### src/hw/rtl/dwhs_pkg.sv
// Types, register indexes and reset values for the driver wake handshake sequencer.
package dwhs_pkg;

    // Configuration register indexes
    localparam int unsigned CfgIdxW = 3;
    localparam logic [CfgIdxW-1:0] REG_SLEEP_FORCE_TIME = 3'd0;
    localparam logic [CfgIdxW-1:0] REG_READY_TIMEOUT    = 3'd1;
    localparam logic [CfgIdxW-1:0] REG_ACK_TIMEOUT      = 3'd2;
    localparam logic [CfgIdxW-1:0] REG_POLL_INTERVAL    = 3'd3;
    localparam logic [CfgIdxW-1:0] REG_ACK_PULSE_TIME   = 3'd4;
    localparam logic [CfgIdxW-1:0] REG_POLARITY_LEVEL   = 3'd5;

    localparam int unsigned CfgDataW = 16;
    localparam int unsigned CountW   = 16;
    localparam int unsigned ShortW   = 8;

    // Register values after reset
    localparam logic [CountW-1:0] RST_SLEEP_FORCE_TIME = 16'd2000;
    localparam logic [CountW-1:0] RST_READY_TIMEOUT    = 16'd5000;
    localparam logic [CountW-1:0] RST_ACK_TIMEOUT      = 16'd5000;
    localparam logic [ShortW-1:0] RST_POLL_INTERVAL    = 8'd10;
    localparam logic [ShortW-1:0] RST_ACK_PULSE_TIME   = 8'd22;
    localparam logic              RST_POLARITY_LEVEL   = 1'b0;

    typedef enum logic [2:0] {
        PH_IDLE  = 3'd0,
        PH_FORCE = 3'd1,
        PH_READY = 3'd2,
        PH_PULSE = 3'd3,
        PH_ACK   = 3'd4
    } t_phase;

    typedef struct packed {
        logic [CountW-1:0] sleep_force_time;
        logic [CountW-1:0] ready_timeout;
        logic [CountW-1:0] ack_timeout;
        logic [ShortW-1:0] poll_interval;
        logic [ShortW-1:0] ack_pulse_time;
        logic              polarity_level;
    } t_cfg;

    typedef struct packed {
        t_phase            phase;
        logic [CountW-1:0] wait_count;
        logic [CountW-1:0] elapsed_time;
        logic              ready_seen;
        logic              sleep_level;
    } t_state;

    typedef struct packed {
        logic sleep_pin;
        logic polarity_pin;
        logic busy_res;
        logic finished;
        logic outcome;
    } t_result;

endpackage

### src/hw/rtl/dwhs_step.sv
// Next-state and result logic for one tick or start transfer of the wake sequencer.
module dwhs_step
    import dwhs_pkg::*;
(
    input  t_cfg    i_cfg,
    input  t_state  i_state,
    input  logic    i_action,
    input  logic    i_fault_level,
    input  logic    i_fault_read_ok,
    output t_state  o_state,
    output t_result o_result
);

    logic [CountW-1:0] w_inc;
    logic              w_wc_zero;
    logic              w_poll_wrap;
    logic [CountW:0]   w_el_sum;
    logic [CountW-1:0] w_el_sat;
    logic              w_force_done;
    logic              w_pulse_done;
    logic              w_ready_tmo;
    logic              w_ready_hit;
    logic              w_ack_tmo;
    logic              w_ack_hit;
    t_phase            n_phase;

    // Shared counter arithmetic
    assign w_inc        = i_state.wait_count + {{(CountW-1){1'b0}}, 1'b1};
    assign w_wc_zero    = (i_state.wait_count == '0);
    assign w_poll_wrap  = (w_inc >= {{(CountW-ShortW){1'b0}}, i_cfg.poll_interval});
    assign w_el_sum     = {1'b0, i_state.elapsed_time}
                        + {{(CountW+1-ShortW){1'b0}}, i_cfg.poll_interval};
    assign w_el_sat     = w_el_sum[CountW] ? {CountW{1'b1}} : w_el_sum[CountW-1:0];
    assign w_force_done = (w_inc >= i_cfg.sleep_force_time);
    assign w_pulse_done = (w_inc >= {{(CountW-ShortW){1'b0}}, i_cfg.ack_pulse_time});
    assign w_ready_tmo  = w_wc_zero && (i_state.elapsed_time >= i_cfg.ready_timeout);
    assign w_ready_hit  = w_wc_zero && i_fault_read_ok && !i_fault_level;
    assign w_ack_tmo    = w_wc_zero && (i_state.elapsed_time >= i_cfg.ack_timeout);
    assign w_ack_hit    = w_wc_zero && i_fault_read_ok && i_fault_level;

    // Next phase
    always_comb begin
        n_phase = i_state.phase;
        if (i_action) begin
            n_phase = PH_FORCE;
        end else begin
            case (i_state.phase)
                PH_FORCE: begin
                    if (w_force_done) n_phase = PH_READY;
                end
                PH_READY: begin
                    if (w_ready_tmo || w_ready_hit) n_phase = PH_PULSE;
                end
                PH_PULSE: begin
                    if (w_pulse_done) n_phase = i_state.ready_seen ? PH_ACK : PH_IDLE;
                end
                PH_ACK: begin
                    if (w_ack_tmo || w_ack_hit) n_phase = PH_IDLE;
                end
                default: n_phase = PH_IDLE;
            endcase
        end
    end

    // Counters, flags and result fields
    always_comb begin
        o_state          = i_state;
        o_state.phase    = n_phase;
        o_result.finished = 1'b0;
        o_result.outcome  = 1'b0;
        if (i_action) begin
            o_state.sleep_level  = 1'b0;
            o_state.wait_count   = '0;
            o_state.elapsed_time = '0;
            o_state.ready_seen   = 1'b0;
        end else begin
            case (i_state.phase)
                PH_FORCE: begin
                    o_state.wait_count = w_inc;
                    if (w_force_done) begin
                        o_state.sleep_level  = 1'b1;
                        o_state.wait_count   = '0;
                        o_state.elapsed_time = '0;
                    end
                end
                PH_READY: begin
                    if (w_ready_tmo || w_ready_hit) begin
                        o_state.sleep_level = 1'b0;
                        o_state.wait_count  = '0;
                        if (!w_ready_tmo) o_state.ready_seen = 1'b1;
                    end else if (w_poll_wrap) begin
                        o_state.wait_count   = '0;
                        o_state.elapsed_time = w_el_sat;
                    end else begin
                        o_state.wait_count = w_inc;
                    end
                end
                PH_PULSE: begin
                    o_state.wait_count = w_inc;
                    if (w_pulse_done) begin
                        o_state.sleep_level  = 1'b1;
                        o_state.wait_count   = '0;
                        o_state.elapsed_time = '0;
                        o_result.finished    = !i_state.ready_seen;
                    end
                end
                PH_ACK: begin
                    if (w_ack_tmo || w_ack_hit) begin
                        o_result.finished = 1'b1;
                        o_result.outcome  = !w_ack_tmo;
                    end else if (w_poll_wrap) begin
                        o_state.wait_count   = '0;
                        o_state.elapsed_time = w_el_sat;
                    end else begin
                        o_state.wait_count = w_inc;
                    end
                end
                default: begin
                end
            endcase
        end
        o_result.sleep_pin    = o_state.sleep_level;
        o_result.polarity_pin = i_cfg.polarity_level;
        o_result.busy_res     = (n_phase != PH_IDLE);
    end

endmodule

### src/hw/rtl/driver_wake_handshake_sequencer.sv
// Top level of the driver wake handshake sequencer: config registers, state and result register.
//
// Each input transfer is either a one-microsecond tick or a start request; the block
// answers every transfer with exactly one result. It takes one transfer per clock cycle
// while the output is not stalled: the phase, counters and result fields are worked out
// in one pass of compare-and-increment logic and land in the state registers and the
// result register at the same edge, so the result appears in the cycle after the transfer.
// The input side stalls only while a valid result is held by a stalled output.
module driver_wake_handshake_sequencer
    import dwhs_pkg::*;
(
    input  logic                i_clk,
    input  logic                i_rst_n,
    // configuration write port
    input  logic                i_cfg_wr_en,
    input  logic [CfgIdxW-1:0]  i_cfg_index,
    input  logic [CfgDataW-1:0] i_cfg_data,
    // input channel
    input  logic                i_valid,
    output logic                o_stall,
    input  logic                i_action,
    input  logic                i_fault_level,
    input  logic                i_fault_read_ok,
    // result channel
    output logic                o_valid,
    input  logic                i_stall,
    output logic                o_sleep_pin,
    output logic                o_polarity_pin,
    output logic                o_busy_res,
    output logic                o_finished,
    output logic                o_outcome
);

    t_cfg    r_cfg;
    t_state  r_state;
    t_state  n_state;
    t_result r_result;
    t_result n_result;
    logic    r_valid;
    logic    w_accept;

    // Accept unless a held result cannot drain
    assign o_stall  = r_valid && i_stall;
    assign w_accept = i_valid && !o_stall;

    // Write configuration registers
    always_ff @(posedge i_clk) begin
        if (!i_rst_n) begin
            r_cfg.sleep_force_time <= RST_SLEEP_FORCE_TIME;
            r_cfg.ready_timeout    <= RST_READY_TIMEOUT;
            r_cfg.ack_timeout      <= RST_ACK_TIMEOUT;
            r_cfg.poll_interval    <= RST_POLL_INTERVAL;
            r_cfg.ack_pulse_time   <= RST_ACK_PULSE_TIME;
            r_cfg.polarity_level   <= RST_POLARITY_LEVEL;
        end else if (i_cfg_wr_en) begin
            case (i_cfg_index)
                REG_SLEEP_FORCE_TIME: r_cfg.sleep_force_time <= i_cfg_data;
                REG_READY_TIMEOUT:    r_cfg.ready_timeout    <= i_cfg_data;
                REG_ACK_TIMEOUT:      r_cfg.ack_timeout      <= i_cfg_data;
                REG_POLL_INTERVAL:    r_cfg.poll_interval    <= i_cfg_data[ShortW-1:0];
                REG_ACK_PULSE_TIME:   r_cfg.ack_pulse_time   <= i_cfg_data[ShortW-1:0];
                REG_POLARITY_LEVEL:   r_cfg.polarity_level   <= i_cfg_data[0];
                default: begin
                end
            endcase
        end
    end

    dwhs_step u_step (
        .i_cfg           (r_cfg),
        .i_state         (r_state),
        .i_action        (i_action),
        .i_fault_level   (i_fault_level),
        .i_fault_read_ok (i_fault_read_ok),
        .o_state         (n_state),
        .o_result        (n_result)
    );

    // Advance sequencer state on each accepted transfer
    always_ff @(posedge i_clk) begin
        if (!i_rst_n) begin
            r_state.phase        <= PH_IDLE;
            r_state.wait_count   <= '0;
            r_state.elapsed_time <= '0;
            r_state.ready_seen   <= 1'b0;
            r_state.sleep_level  <= 1'b1;
        end else if (w_accept) begin
            r_state <= n_state;
        end
    end

    // Hold result until the output transfer completes
    always_ff @(posedge i_clk) begin
        if (!i_rst_n) begin
            r_valid <= 1'b0;
        end else if (w_accept) begin
            r_valid <= 1'b1;
        end else if (!i_stall) begin
            r_valid <= 1'b0;
        end
    end

    always_ff @(posedge i_clk) begin
        if (w_accept) begin
            r_result <= n_result;
        end
    end

    assign o_valid        = r_valid;
    assign o_sleep_pin    = r_result.sleep_pin;
    assign o_polarity_pin = r_result.polarity_pin;
    assign o_busy_res     = r_result.busy_res;
    assign o_finished     = r_result.finished;
    assign o_outcome      = r_result.outcome;

endmodule
### config.mk
export PLATFORM = sky130hd
export DESIGN_NAME = driver_wake_handshake_sequencer
export DESIGN_NICKNAME = d
export VERILOG_FILES = /design/src/hw/rtl/dwhs_pkg.sv /design/src/hw/rtl/dwhs_step.sv /design/src/hw/rtl/driver_wake_handshake_sequencer.sv
export SDC_FILE = /design/constraint.sdc
export NUM_CORES = 1
export LEC_CHECK = 0
export ABC_CLOCK_PERIOD_IN_PS = 10100
export BUFFER_PORTS_ARGS = -buffer_cell sky130_fd_sc_hd__buf_2
export CORE_MARGIN = 2
export CORE_UTILIZATION = 50
export DETAILED_ROUTE_END_ITERATION = 10
export HOLD_SLACK_MARGIN = 0.08
export PLACE_DENSITY_LB_ADDON = 0.25
export SYNTH_ARGS = -nofsm -noshare
export SYNTH_HDL_FRONTEND = slang
export SYNTH_SLANG_ARGS = --single-unit
### constraint.sdc
create_clock -name i_clk -period 10.1 [get_ports i_clk]
set_input_delay 0.505 -clock i_clk [delete_from_list [all_inputs] [get_ports i_clk]]
set_output_delay 0.505 -clock i_clk [all_outputs]
set_load 0.02 [all_outputs]
==> flow_metrics.py, run 1 <==
metrics = {
    "detailed_routing": {
        "viasPerCell": 5.94,
        "drt_iter0_markers": 513,
        "routed_wl_um": 17100,
        "routed-via-count": 6038,
        "post_drt_wl_per_cell_um": 16.8,
        "drc_errors": 0,
        "final_antenna_net_count": 0,
        "firstDrtPassIters": 5,
    },
    "finish": {
        "multi_input_area_sq_um": 4030,
        "n_antenna_cell": 0,
        "finish.utilization_pct": 55.0,
        "syn_to_final_growth_pct": 7.75,
        "seq_area_sq_um": 2210,
        "fillers": 1212,
        "final_net_count": 937,
        "drive_gt1_share_pct": 8.56,
    },
    "sta": {
        "rsz0062_at_grt": "no",
        "finalSetupTns_ns": 0,
        "slew_viol_final": 0,
        "skew_ns": 0.00991,
        "slew-limit-headroom_pct": 19.3,
        "hold_viol_final": 0,
        "tightest_slew_ns": 1.21,
        "fin_crit_sh_pct": 40.9,
        "finalSetupViolations": 0,
        "period_needed_ns": 4.13,
        "max_freq_mhz": 242,
    },
    "worst_setup_path": {
        "reg2reg_slack_ns": 5.97,
        "critPathRequiredTime_ns": 10.38,
        "r2r-end": "r_state[23]",
        "r2r_cells": 13,
        "path_max_fanout": 22,
        "cp-end-kind": "flop",
        "critPathLaunchType": "flop",
        "r2r_start": "r_state[18]",
        "arrival_ns": 4.41,
        "worst-setup-path-type": "flop to flop",
    },
    "hold_path": {
        "holdPathEnd": "o_valid",
        "hold_depth": 2,
        "min_from": "i_valid",
        "hp-class": "input pin to flop",
    },
    "clock_tree": {
        "insertion_delay_ns": 0.36,
        "clockBufferDepth": 2,
        "clkSlewWorstSetupHoldPaths_ns": 0.07,
        "clockRootBuffer": "clkbuf_16",
        "cts_buffers": 9,
        "cts_sinks": 108,
        "postCtsResizedCells": 0,
        "cts_hold_buffers": 0,
        "postCtsSetupBuffers": 0,
        "cts_tree": "yes",
        "cts_htree_levels": 3,
    },
    "logic_synthesis": {
        "ys.flop_type": "dfxtp_1",
        "ys_ff_latch": 108,
        "syn_inst": 830,
        "synth-async-reset-ratio_pct": 0,
        "yosys_warnings": 0,
        "synth_nets": 931,
        "synth_top_area_share_pct": 30.6,
        "syn-cell-area_sq_um": 6730,
        "synth_common_cells": "nand2_1 (137), dfxtp_1 (103), a21oi_1 (91), inv_1 (83), ha_1 (73)",
        "synth.most_common_cell": "nand2_1",
        "synth_edf_count": 5,
        "synth_cell_types": 74,
        "synthTopCellsByArea": "dfxtp_1 (31%), ha_1 (14%), nand2_1 (7.6%)",
        "synth_seq_area_share_pct": 32.9,
        "yosysTopAreaCell": "dfxtp_1",
        "avgSynthCellArea_sq_um": 8.11,
    },
    "pwr": {
        "swShare_pct": 24.4,
        "p_clk_share_pct": 40.7,
        "total_power_uw": 863,
        "cellPowerDensity_nw_per_um2": 119,
        "pwr-share-seq_pct": 51.3,
        "power_frac_comb_pct": 8.1,
        "irDropWorstVdd_mv": 0.0937,
        "intPower_uw": 652,
        "p_sw_uw": 211,
        "power.leakage_nw": 3.10,
    },
    "floorplan": {
        "dieHeight_um": 120,
        "die_area_sq_um": 14400,
        "dieWidth_um": 120,
        "rows": 42,
        "initial_core_util_pct": 51.0,
        "core_area_sq_um": 13200,
        "ioPinCount": 34,
    },
    "job": {
        "drv_cap": 0,
    },
    "global_route": {
        "grt_pass1_wl_um": 28100,
        "grt_max_degree": 51,
        "antenna_found_initial": 0,
        "grt_pass1_vias": 5725,
        "grt-ovfl-total": 0,
        "track_usage_pct": 24.6,
    },
    "status": {
        "status": "complete, no violations",
    },
    "placement": {
        "dp_hpwl_um": 12800,
        "gp_congestion": 0.939,
        "port_buffers": 33,
    },
}
layer usage:
layer / vias up / part of all wire [%] / global-route usage (%)
met5: - / 0 / 0
met3: 36 / 6.8 / 4.66
li1: 2949 / - / -
met2: 213 / 46 / 39.6
met1: 2840 / 44 / 32.4
met4: 0 / 3.3 / 10.3
state kept, by name, indices dropped and copies added (netlist names):
name	flops
r_state	37
o_polarity_pin	1
o_valid	1
r_cfg	65
o_sleep_pin	1
o_busy_res	1
o_outcome	1
o_finished	1
power by group through the flow:
| stage | Combinational [mW] | Clock (mW) | Sequential, mW |
|---|---|---|---|
| 4_1_cts | 0.0692 | 0.359 | 0.443 |
| 5_1_grt | 0.0770 | 0.375 | 0.444 |
| 3_5_place_dp | 0.0687 | 0 | 0.453 |
| 2_1_floorplan | 0.0444 | 0 | 0.452 |
| 3_3_place_gp | 0.0672 | 0 | 0.452 |
| 6_report | 0.0695 | 0.351 | 0.443 |
final cells by class:
| class | instances | area share, % |
|---|---|---|
| clock buffer | 12 | 3.26 |
| clock inverter | 4 | 0.690 |
| tap | 176 | 3.04 |
| inverter | 84 | 4.35 |
| multi-input combinational | 597 | 55.6 |
| sequential | 108 | 30.5 |
| timing repair buffer | 36 | 2.59 |
per-stage QoR:
| step | std cells | hold WS (ns) | area (sq um) | worst slack [ns] |
|---|---|---|---|---|
| after floorplan | 830 | 0.408 | 6730 | 6.63 |
| after global placement | 1001 | 0.446 | 6960 | 6.20 |
| after detailed placement | 1001 | 0.447 | 6960 | 6.06 |
| after CTS | 1017 | 0.369 | 7250 | 6.04 |
| after global routing | 1017 | 0.364 | 7250 | 5.69 |
| final | 1017 | 0.387 | 7250 | 5.97 |
cell families after synthesis:
| family | after synthesis | synth area share, % |
|---|---|---|
| fa+ha+maj | 75 | 14.0 |
| simple gates | 267 | 19.3 |
| compound gates | 233 | 23.4 |
| buf+inv | 125 | 7.33 |
| xor+xnor | 21 | 2.94 |
| mux | 1 | 0.167 |
| flops | 108 | 32.9 |
how the worst max path moves through the flow:
stage	startpoint	to	slack, ns	depth (start not counted)
after floorplan	r_state[20]	r_state[18]	6.63	14
after detailed placement	r_state[18]	r_state[23]	6.06	14
after global placement	r_state[20]	r_state[18]	6.20	12
after global routing	r_state[18]	r_state[20]	5.69	14
after CTS	r_state[18]	r_state[23]	6.04	14
final	r_state[18]	r_state[23]	5.97	13
placed cells by master (no fill, tap or decap), types with 8 or more instances in the layout:
| cell type | instances |
|---|---|
| a211oi_1 | 8 |
| buf_2 | 33 |
| nor2_1 | 21 |
| o21ai_0 | 22 |
| a31oi_1 | 8 |
| a21oi_1 | 91 |
| a22o_1 | 10 |
| nand4_1 | 15 |
| o211ai_1 | 23 |
| xnor2_1 | 13 |
| inv_1 | 83 |
| nor3_1 | 10 |
| ha_1 | 73 |
| dfxtp_1 | 103 |
| nand2_1 | 137 |
| nand2b_1 | 9 |
| and3_1 | 8 |
| a21o_1 | 19 |
| clkbuf_16 | 9 |
| nor4_1 | 8 |
| nand3_1 | 24 |
worst max-delay path: stages, from the launching register on:
cell	delay, ns
dfxtp_1	0.48
ha_1	0.33
and4_1	0.32
nand2_1	0.09
xnor2_1	0.39
ha_1	0.33
a21oi_1	0.16
nor2b_1	0.07
a211oi_1	0.37
nand3_1	0.16
nor3b_1	0.18
and4bb_1	0.81
a21oi_1	0.15
o21ai_0	0.21
(Power assumes the default switching activity.)
==> inputs of run 2 (changes only) <==
--- a/config.mk
+++ b/config.mk
@@ -5,7 +5,7 @@
 export SDC_FILE = /design/constraint.sdc
 export NUM_CORES = 1
 export LEC_CHECK = 0
-export ABC_CLOCK_PERIOD_IN_PS = 10100
+export ABC_CLOCK_PERIOD_IN_PS = 4300
 export BUFFER_PORTS_ARGS = -buffer_cell sky130_fd_sc_hd__buf_2
 export CORE_MARGIN = 2
 export CORE_UTILIZATION = 50
==> constraint.sdc (replaced) <==
create_clock -name i_clk -period 4.3 [get_ports i_clk]
set_input_delay 0.215 -clock i_clk [delete_from_list [all_inputs] [get_ports i_clk]]
set_output_delay 0.215 -clock i_clk [all_outputs]
set_load 0.02 [all_outputs]
==> flow_metrics.py, run 2 (synthesis results as in run 1) <==
metrics = {
    "clock_tree": {
        "clkSlewWorstSetupHoldPaths_ns": 0.08,
        "cts_tree": "yes",
        "postCtsSetupBuffers": 0,
        "cts_sinks": 108,
        "insertion_delay_ns": 0.37,
        "clockBufferDepth": 2,
        "cts_buffers": 9,
        "cts_htree_levels": 3,
        "clockRootBuffer": "clkbuf_16",
    },
    "sta": {
        "fin_crit_sh_pct": 91.3,
        "skew_ns": 0.0116,
        "tightest_slew_ns": 1.18,
        "worst_hold_slack_ns": 0.122,
        "finalSetupViolations": 0,
        "setup_ws_ns": 0.376,
        "finalSetupTns_ns": 0,
        "rsz0062_at_grt": "no",
        "hold_viol_final": 0,
        "max_freq_mhz": 255,
        "slew_viol_final": 0,
        "period_needed_ns": 3.92,
        "slew-limit-headroom_pct": 21.2,
    },
    "detailed_routing": {
        "post_drt_wl_per_cell_um": 17.3,
        "routed-via-count": 6045,
        "drt_iter0_markers": 561,
        "drc_errors": 0,
        "viasPerCell": 5.93,
        "final_antenna_net_count": 0,
        "routed_wl_um": 17700,
        "firstDrtPassIters": 6,
    },
    "worst_setup_path": {
        "worst-setup-path-type": "flop to flop",
        "critPathLaunchType": "flop",
        "crit_path_top_delay_cell": "and4bb_2",
        "startpoint": "r_state[18]",
        "cp-end-kind": "flop",
        "critPathRequiredTime_ns": 4.59,
        "cp_cell_sequence": "ha_1 -> nand4_1 -> nor4_2 -> xnor2_1 -> ha_1 -> a21o_1 -> a21o_1 -> a21o_1 -> a21oi_1 -> o211ai_2 -> a31oi_1 -> and4bb_2 -> a21oi_1 -> o21ai_0",
        "reg2reg_slack_ns": 0.38,
        "r2r_start": "r_state[18]",
        "arrival_ns": 4.22,
        "r2r_cells": 14,
        "r2r-end": "r_state[23]",
        "path_max_fanout": 22,
        "crit_top_cell": "a21o_1",
        "critical-path-max-stage-delay_ns": 0.58,
        "crit_end": "r_state[23]",
    },
    "pwr": {
        "irDropWorstVdd_mv": 0.226,
        "cellPowerDensity_nw_per_um2": 285,
        "power.leakage_nw": 3.12,
        "total_power_mw": 2.07,
    },
    "finish": {
        "layout_top_registers": "r_cfg (65), r_state (37)",
        "fillers": 1199,
        "n_antenna_cell": 0,
        "final_net_count": 939,
        "final_cell_mix": "nand2_1 (137), dfxtp_1 (103), a21oi_1 (91)",
        "syn_to_final_growth_pct": 8.24,
        "finish.utilization_pct": 55.2,
        "drive_gt1_share_pct": 9.02,
        "design_area_sq_um": 7280,
        "stdcell_count": 1019,
        "largest_register_ffs": 65,
        "regMostFlops": "r_cfg",
        "final_common_cell": "nand2_1",
    },
    "placement": {
        "dp_slack_ns": 0.232,
        "place_area_sq_um": 6970,
        "dp_hpwl_um": 12900,
        "port_buffers": 33,
        "dp.cells": 1002,
        "gp_congestion": 0.956,
    },
    "hold_path": {
        "hp-class": "input pin to flop",
    },
    "global_route": {
        "grt-ovfl-total": 0,
        "grt_pass1_wl_um": 28700,
        "track_usage_pct": 25.2,
        "grt_max_degree": 51,
        "antenna_found_initial": 0,
        "grt_pass1_vias": 5737,
    },
    "floorplan": {
        "rows": 42,
        "die_area_sq_um": 14400,
        "dieHeight_um": 120,
        "core_area_sq_um": 13200,
        "dieWidth_um": 120,
        "initial_core_util_pct": 51.0,
        "ioPinCount": 34,
    },
    "status": {
        "status": "complete, no violations",
    },
    "job": {
        "drv_cap": 0,
    },
}
[run 2: cell types whose count changed in the layout (fill, tap and decap cells not counted)]
cell	before	now
and4bb_1	1	0
and4bb_2	0	1
buf_4	3	4
clkbuf_1	3	2
clkbuf_8	0	1
clkinv_2	1	2
clkinv_4	0	1
clkinvlp_4	2	0
dlygate4sd3_1	0	1
nor4_1	8	7
nor4_2	1	2
[run 2: layout make-up]
class | instances | area (sq um) | area share, %
Multi-Input combinational cell | 597 | 4040 | 55.4
Clock inverter | 4 | 48.8 | 0.670
Sequential cell | 108 | 2210 | 30.4
Timing Repair Buffer | 38 | 205 | 2.82
Inverter | 84 | 315 | 4.33
Tap cell | 176 | 220 | 3.02
Clock buffer | 12 | 246 | 3.38
[run 2: report_power, final]
| part | internal [mW] | switching (mW) |
|---|---|---|
| sequential | 1.03 | 0.0122 |
| clock | 0.468 | 0.396 |
| combinational | 0.0539 | 0.114 |
[run 2: routing by layer]
| metal | up-vias | global-route usage (%) | part of all wire (%) |
|---|---|---|---|
| li1 | 2961 | - | - |
| met1 | 2873 | 31.9 | 44 |
| met2 | 179 | 41.4 | 48 |
| met3 | 32 | 5.56 | 5.5 |
| met4 | 0 | 10.2 | 2.8 |
| met5 | - | 0 | 0 |
[run 2: how the worst min path moves through the flow]
stage              startpoint   endpoint  slack, ns  cells past startpoint
2_1_floorplan         i_valid    o_valid       0.34                      1
3_3_place_gp          i_valid    o_valid       0.44                      2
3_5_place_dp          i_valid    o_valid       0.45                      2
4_1_cts        i_cfg_data[11]  r_cfg[28]       0.11                      3
5_1_grt        i_cfg_data[11]  r_cfg[44]       0.12                      3
6_report       i_cfg_data[11]  r_cfg[28]       0.12                      3
[run 2: timing repair]
| item | 4_1_cts | 5_1_grt |
|---|---|---|
| hold endpoints to repair | 1 | 0 |
| endpoints found under the setup margin | 0 | 27 |
| gates resized for setup | 0 | 2 |
| hold buffers | 1 | 0 |
[run 2: worst max-delay path: cells and delay by family, from the launching register on]
kind,cells,cell delay (ns)
adder cells (fa/ha/maj),2,0.57
XOR/XNOR,1,0.17
AO/OA/AOI/OAI,8,1.44
AND/OR/NAND/NOR,3,1.21
flip-flops,1,0.47
